$ cat config.mk
export PLATFORM = sky130hd
export DESIGN_NAME = srgo_ctrl
export DESIGN_NICKNAME = d
export VERILOG_FILES = /design/src/hw/rtl/srgo_pkg.sv /design/src/hw/rtl/srgo_ctrl.sv
export SDC_FILE = /design/constraint.sdc
export NUM_CORES = 1
export LEC_CHECK = 0
export BUFFER_PORTS_ARGS = -buffer_cell sky130_fd_sc_hd__buf_2
export CAP_MARGIN = 5
export CORE_UTILIZATION = 43
export DETAILED_ROUTE_END_ITERATION = 7
export PLACE_DENSITY = 0.65
export SETUP_SLACK_MARGIN = 0.15
export SYNTH_ARGS = -nofsm -noshare
export SYNTH_HDL_FRONTEND = slang
export SYNTH_SLANG_ARGS = --single-unit
$ cat constraint.sdc
create_clock -name aclk -period 2.1 [get_ports aclk]
set_input_delay 0.315 -clock aclk [delete_from_list [all_inputs] [get_ports aclk]]
set_output_delay 0.315 -clock aclk [all_outputs]
set_load 0.05 [all_outputs]
$ cat src/hw/rtl/srgo_pkg.sv
// Shared types, constants and the sine table of the Shepard-Risset oscillator.
// Depends on nothing; every other file of the block imports it.
`default_nettype none

package srgo_pkg;

    localparam int TABLE_SIZE = 2048;
    localparam int PARTIALS   = 7;
    localparam int ROM_BITS   = $clog2(TABLE_SIZE);
    localparam int FRAC_SHIFT = 32 - ROM_BITS - 12;
    localparam int K_W        = $clog2(PARTIALS);

    localparam logic [63:0] TWO_PI_Q30  = 64'd6746518852;
    localparam logic [31:0] LOG2E_Q30   = 32'd1549082005;
    localparam logic [31:0] LN2_Q30     = 32'd744261118;
    localparam logic [31:0] INV_SQRT2PI = 32'd428361012;
    localparam logic [35:0] CENTER_Q30  = 36'd4831838208;
    localparam logic [35:0] Y_LIMIT     = 36'd23622320128;

    typedef logic signed [24:0] rom_word_t;
    typedef rom_word_t rom_array_t [0:TABLE_SIZE];

    // floor((2^32-1)/i) for the division steps of the exponential series.
    localparam logic [31:0] RECIP [1:12] = '{
        32'd4294967295, 32'd2147483647, 32'd1431655765, 32'd1073741823,
        32'd858993459,  32'd715827882,  32'd613566756,  32'd536870911,
        32'd477218588,  32'd429496729,  32'd390451572,  32'd357913941
    };

    typedef enum logic [1:0] {
        CFG_GAIN = 2'd0,
        CFG_BASE = 2'd1,
        CFG_RATE = 2'd2
    } cfg_index_t;

    typedef enum logic [4:0] {
        OP_NOP, OP_START, OP_ROM, OP_SQ, OP_LOG, OP_FRAC, OP_EXPI, OP_EMUL,
        OP_ERCP, OP_EDIV, OP_WMUL, OP_WSH, OP_VW, OP_ACC, OP_GAIN, OP_OUT, OP_UPD
    } dp_op_t;

    typedef struct packed {
        dp_op_t op;
    } dp_cmd_t;

    typedef struct packed {
        logic k_last;
        logic i_last;
    } dp_status_t;

    // Sine of a Q30 angle in [0, pi/2] as Q1.23, by a ten-term series.
    function automatic rom_word_t sin_q23(logic [63:0] x);
        logic [63:0]        x2;
        logic [63:0]        term;
        logic signed [63:0] sum;
        x2   = (x * x) >> 30;
        term = x;
        sum  = signed'(x);
        term = ((term * x2) >> 30) / 6;   sum = sum - signed'(term);
        term = ((term * x2) >> 30) / 20;  sum = sum + signed'(term);
        term = ((term * x2) >> 30) / 42;  sum = sum - signed'(term);
        term = ((term * x2) >> 30) / 72;  sum = sum + signed'(term);
        term = ((term * x2) >> 30) / 110; sum = sum - signed'(term);
        term = ((term * x2) >> 30) / 156; sum = sum + signed'(term);
        term = ((term * x2) >> 30) / 210; sum = sum - signed'(term);
        term = ((term * x2) >> 30) / 272; sum = sum + signed'(term);
        term = ((term * x2) >> 30) / 342; sum = sum - signed'(term);
        if (sum < 0) sum = 0;
        sum = (sum + 64) >>> 7;
        if (sum > 64'sd8388608) sum = 64'sd8388608;
        return rom_word_t'(sum);
    endfunction

    function automatic rom_array_t build_rom();
        rom_array_t  r;
        int unsigned j;
        logic        neg;
        rom_word_t   s;
        for (int i = 0; i <= TABLE_SIZE; i++) begin
            j   = i % TABLE_SIZE;
            neg = 1'b0;
            if (j >= TABLE_SIZE / 2) begin
                neg = 1'b1;
                j   = j - TABLE_SIZE / 2;
            end
            if (2 * j > TABLE_SIZE / 2) j = TABLE_SIZE / 2 - j;
            s    = sin_q23((TWO_PI_Q30 * 64'(j)) / TABLE_SIZE);
            r[i] = neg ? -s : s;
        end
        return r;
    endfunction

    localparam rom_array_t SINE_ROM = build_rom();

endpackage

`default_nettype wire

$ cat src/hw/rtl/srgo_ctrl.sv
// Sequencer of the oscillator: one-hot state machine that steps the datapath
// through the partials and the series loop, and owns both handshakes. Uses srgo_pkg.
`default_nettype none

module srgo_ctrl (
    input  wire logic            aclk,
    input  wire logic            aresetn,
    input  wire logic            s_tvalid,
    output logic                 s_tready,
    output logic                 m_tvalid,
    input  wire logic            m_tready,
    input  srgo_pkg::dp_status_t status,
    output srgo_pkg::dp_cmd_t    cmd
);
    import srgo_pkg::*;

    typedef enum logic [15:0] {
        ST_IDLE = 16'h0001, ST_ROM  = 16'h0002, ST_SQ   = 16'h0004, ST_LOG  = 16'h0008,
        ST_FRAC = 16'h0010, ST_EXPI = 16'h0020, ST_EMUL = 16'h0040, ST_ERCP = 16'h0080,
        ST_EDIV = 16'h0100, ST_WMUL = 16'h0200, ST_WSH  = 16'h0400, ST_VW   = 16'h0800,
        ST_ACC  = 16'h1000, ST_GAIN = 16'h2000, ST_OUT  = 16'h4000, ST_UPD  = 16'h8000
    } state_t;

    state_t state_reg, state_next;
    logic   valid_reg, valid_next;
    logic   out_free;

    assign out_free = !valid_reg || m_tready;

    always_comb begin
        state_next = state_reg;
        valid_next = valid_reg && !m_tready;
        cmd.op     = OP_NOP;
        s_tready   = 1'b0;
        unique case (state_reg)
            ST_IDLE: begin
                s_tready = 1'b1;
                if (s_tvalid) begin
                    cmd.op     = OP_START;
                    state_next = ST_ROM;
                end
            end
            ST_ROM:  begin cmd.op = OP_ROM;  state_next = ST_SQ;   end
            ST_SQ:   begin cmd.op = OP_SQ;   state_next = ST_LOG;  end
            ST_LOG:  begin cmd.op = OP_LOG;  state_next = ST_FRAC; end
            ST_FRAC: begin cmd.op = OP_FRAC; state_next = ST_EXPI; end
            ST_EXPI: begin cmd.op = OP_EXPI; state_next = ST_EMUL; end
            ST_EMUL: begin cmd.op = OP_EMUL; state_next = ST_ERCP; end
            ST_ERCP: begin cmd.op = OP_ERCP; state_next = ST_EDIV; end
            ST_EDIV: begin
                cmd.op     = OP_EDIV;
                state_next = status.i_last ? ST_WMUL : ST_EMUL;
            end
            ST_WMUL: begin cmd.op = OP_WMUL; state_next = ST_WSH;  end
            ST_WSH:  begin cmd.op = OP_WSH;  state_next = ST_VW;   end
            ST_VW:   begin cmd.op = OP_VW;   state_next = ST_ACC;  end
            ST_ACC: begin
                cmd.op     = OP_ACC;
                state_next = status.k_last ? ST_GAIN : ST_ROM;
            end
            ST_GAIN: begin cmd.op = OP_GAIN; state_next = ST_OUT;  end
            ST_OUT: begin
                // The finished sample waits here until the output register is free.
                if (out_free) begin
                    cmd.op     = OP_OUT;
                    valid_next = 1'b1;
                    state_next = ST_UPD;
                end
            end
            ST_UPD:  begin cmd.op = OP_UPD;  state_next = ST_IDLE; end
            default: state_next = ST_IDLE;
        endcase
    end

    always_ff @(posedge aclk) begin
        if (!aresetn) begin
            state_reg <= ST_IDLE;
            valid_reg <= 1'b0;
        end else begin
            state_reg <= state_next;
            valid_reg <= valid_next;
        end
    end

    assign m_tvalid = valid_reg;

endmodule

`default_nettype wire
==> flow_summary.toml <==
[flow_run]
drv_cap = 0

[logic_synthesis]
synth_area_um2 = 1060
synth_xor_area_share_pct = 3.31
synthMuxAreaShare_pct = 0
syn_avg_cell_area_um2 = 8.48
synth-seq-cells = 17
synth_adder_area_share_pct = 0
synth_nets = 131
synth_compound_area_share_pct = 13.5
synth_cell_types = 42
synth_top_family_by_area = "simple AND/OR/NAND/NOR gates"
yosysWarnings = 0
syn_inst = 125
seq_area_frac_synth_pct = 32.1
yosys.area_share.simple_pct = 46.8

[worst_setup_path]
worstReg2RegEnd = "state_reg[4]"
startpoint_type = "flop"
critPathCaptureType = "output pin"
crit_fanout = 4
cp-startpoint = "state_reg[15]"
crit_chain = "or4_4 -> nor3b_4 -> nand4b_1 -> nand3_2 -> buf_8"
reg2reg_from = "state_reg[8]"
crit_slowest_cell = "or4_4"
reg2reg_slack_ps = 60
cp_data_arrival_time_ps = 2020
crit_type = "flop to output pin"
cp_slowest_stage_delay_ps = 580
worstPathRequired_ps = 1780
reg2reg_depth = 9

[power_and_ir_drop]
p_leak_nw = 0.713
power_per_cell_area_nw_per_um2 = 508
ir_drop_uv = 437

[timing]
timing.clock.skew_ps = 18.0
max_freq_ghz = 0.428
min_period_ps = 2330
final-setup-viol-count = 5
worst_pin_slew_ps = 496
max_slew_margin_pct = 66.5
maxSlewViolCount = 0
hold_viol = 0
setup_slack_ps = -234
rsz0062_at_grt = "yes"
finalCritPeriodShare_pct = 111

[finish]
final_cells = 200
final_layout_size_suffix_gt1_share_pct = 51.7
diodes = 0
largest_register_ffs = 16
area_growth_pct = 51.0
final_core_util_pct = 70.3
fillerInstances = 169
fin_nets = 179
final_area_um2 = 1600

[run_status]
violations = "negative setup slack"
status = "finished with violations"

[worst_hold_path]
hold-path-endpoint = "state_reg[13]"
hp-start = "status[1]"
holdCritPathClass = "input port to flop"
hold_depth = 3

[clock_tree]
clock_latency_ps = 290
cts_sinks = 17
cts_htree_levels = 1
cts_tree = "done"
root_buffer = "clkbuf_4"
clkTransAtPathRegs_ps = 110
cts_hold_buf = 0
cts_buffers = 3
cts_buffer_depth = 2

[detailed_routing]
avgViaCountPerCell = 5.58
drt-total-wl_mm = 2.94
drtAntennaViolNets = 0
dr.first_iter.drc_count = 33
vias = 1115
drt-wirelength-per-cell_um = 14.7
drt_drc_violations_left = 0
dr.pass1.iters = 4

[global_routing]
overflow = 0
antenna_found_initial = 0
grt_pass1_vias = 1037
met1_usage_pct = 28.1
met3_usage_pct = 4.09
grtUsageTotal_pct = 24.1
grt_max_degree = 10
busiest_layer = "met2"
grt_use_met2_pct = 43.1
grt_pass1_wl_mm = 4.63

[floorplan]
floorplan.die_area_um2 = 2670
die_y_um = 51.6
fp.coreArea_um2 = 2280
num_io_pins = 13
die-width_um = 51.6
start_util_pct = 46.6
num_rows = 17

[placed_design]
placed_area_um2 = 1350
dp_hpwl_mm = 2.10
io_buffers = 12
dp_cells = 187
globalplace.congestion = 0.861
==> metal layers <==
layer	routed length (um)	vias up	share of wire, %
met1	1250	532	42
met3	125	2	4.3
li1	-	553	-
met4	11	0	0.37
met2	1560	28	53
met5	0	-	0
==> cell families (layout without fill, tap and decap cells) <==
family                    count (synthesis)  count (layout)
AOI/OAI and AO/OA                        19              19
DFF                                      17              17
xor gates and xnor gates                  4               4
and+or+nand+nor                          79              79
buffers and inverters                     6              53
==> area by class of cell <==
type                    count  area, um^2  share of cell area (%)
multi-input cells         102         776                    48.5
repair buffers             49         407                    25.4
flip-flops and latches     17         357                    22.3
well taps                  28        35.0                    2.19
clock buffers               4        26.3                    1.64
==> power breakdown <==
| part | internal [mW] | total [mW] | switching [mW] | leakage (nW) |
|---|---|---|---|---|
| sequential | 0.329 | 0.339 | 0.0100 | 0.142 |
| combinational | 0.136 | 0.296 | 0.160 | 0.555 |
| clock | 0.0737 | 0.178 | 0.105 | 0.0150 |
==> what timing repair did <==
item	CTS	global route
hold endpoints to repair	0	0
pin swaps	8	11
endpoints found under the setup margin	16	18
resized for setup	31	15
setup buffers	4	5
==> how the worst max path moves through the flow <==
stage                  end  slack [ps]  cells after the start
floorplan           cmd[0]         -30                      6
detailed placement  cmd[0]         -30                      6
finish              cmd[2]        -230                      5
global placement    cmd[0]         -20                      5
CTS                 cmd[1]        -240                      7
global route        cmd[0]        -300                      8
==> synth_stat cells, drive strengths merged <==
cell type,number,area share [%]
o21ai,2,0.94
nor4b,3,2.5
xnor2,2,1.7
o21a,2,1.4
a32oi,1,0.83
or3,4,2.8
nand3b,1,0.71
nand2b,4,2.4
nand2,11,3.9
nand3,7,3.3
or4b,1,0.94
dfxtp,17,32
xor2,2,1.7
nor2b,1,0.59
o41ai,1,1.5
nand4b,2,1.7
a21oi,5,2.4
or4,3,2.8
and3,1,0.59
nor3b,2,1.9
a21boi,1,0.71
nand4,4,4.4
a21o,2,1.4
clkbuf,1,0.35
nor2,25,9.1
buf,5,4.0
a31o,1,0.83
and3b,1,0.83
nor4,2,4.0
nor3,7,4.4
o21ba,1,0.94
a211o,2,1.7
o311ai,1,0.83
==> layout by cell type, fill, tap and decap left out, types with 2 or more instances in the layout <==
cell type | synthesis | routed
nand4b_1 | 2 | 2
a21o_1 | 2 | 2
nand3_1 | 7 | 5
or3_4 | 1 | 3
a21oi_1 | 5 | 5
buf_8 | 0 | 2
dfxtp_1 | 17 | 8
dfxtp_4 | 0 | 2
nor3_1 | 6 | 3
nand2_2 | 0 | 3
nor2_1 | 24 | 22
xor2_1 | 2 | 2
nor4b_1 | 3 | 3
nor4_4 | 2 | 2
nor2_2 | 1 | 2
xnor2_1 | 2 | 2
buf_2 | 1 | 6
buf_6 | 2 | 7
buf_4 | 2 | 33
dfxtp_2 | 0 | 7
o21a_1 | 2 | 2
nand2_1 | 11 | 8
nor3_4 | 1 | 3
o21ai_0 | 2 | 2
nand3_2 | 0 | 2
nand2b_1 | 4 | 4
nand4_1 | 2 | 2
a211o_1 | 2 | 2
or4_4 | 2 | 3
clkbuf_4 | 0 | 3
==> worst max-delay path, delay by kind of cell, from the launching register on <==
family                 cells  cell delay [ps]
buffers and inverters      1              150
DFF                        1              340
and+or+nand+nor            4             1230
==> per-stage QoR <==
stage | hold slack (ps) | power, mW | worst slack, ps | TNS [ps]
after floorplan | 429 | 0.525 | -32.1 | -56.8
after global placement | 555 | 0.586 | -22.4 | -41.1
after detailed placement | 555 | 0.588 | -31.7 | -53.8
after CTS | 240 | 0.805 | -243 | -845
after global routing | 233 | 0.860 | -302 | -1590
final | 234 | 0.814 | -234 | -919
Note: power is estimated with default switching activity, not from simulation.
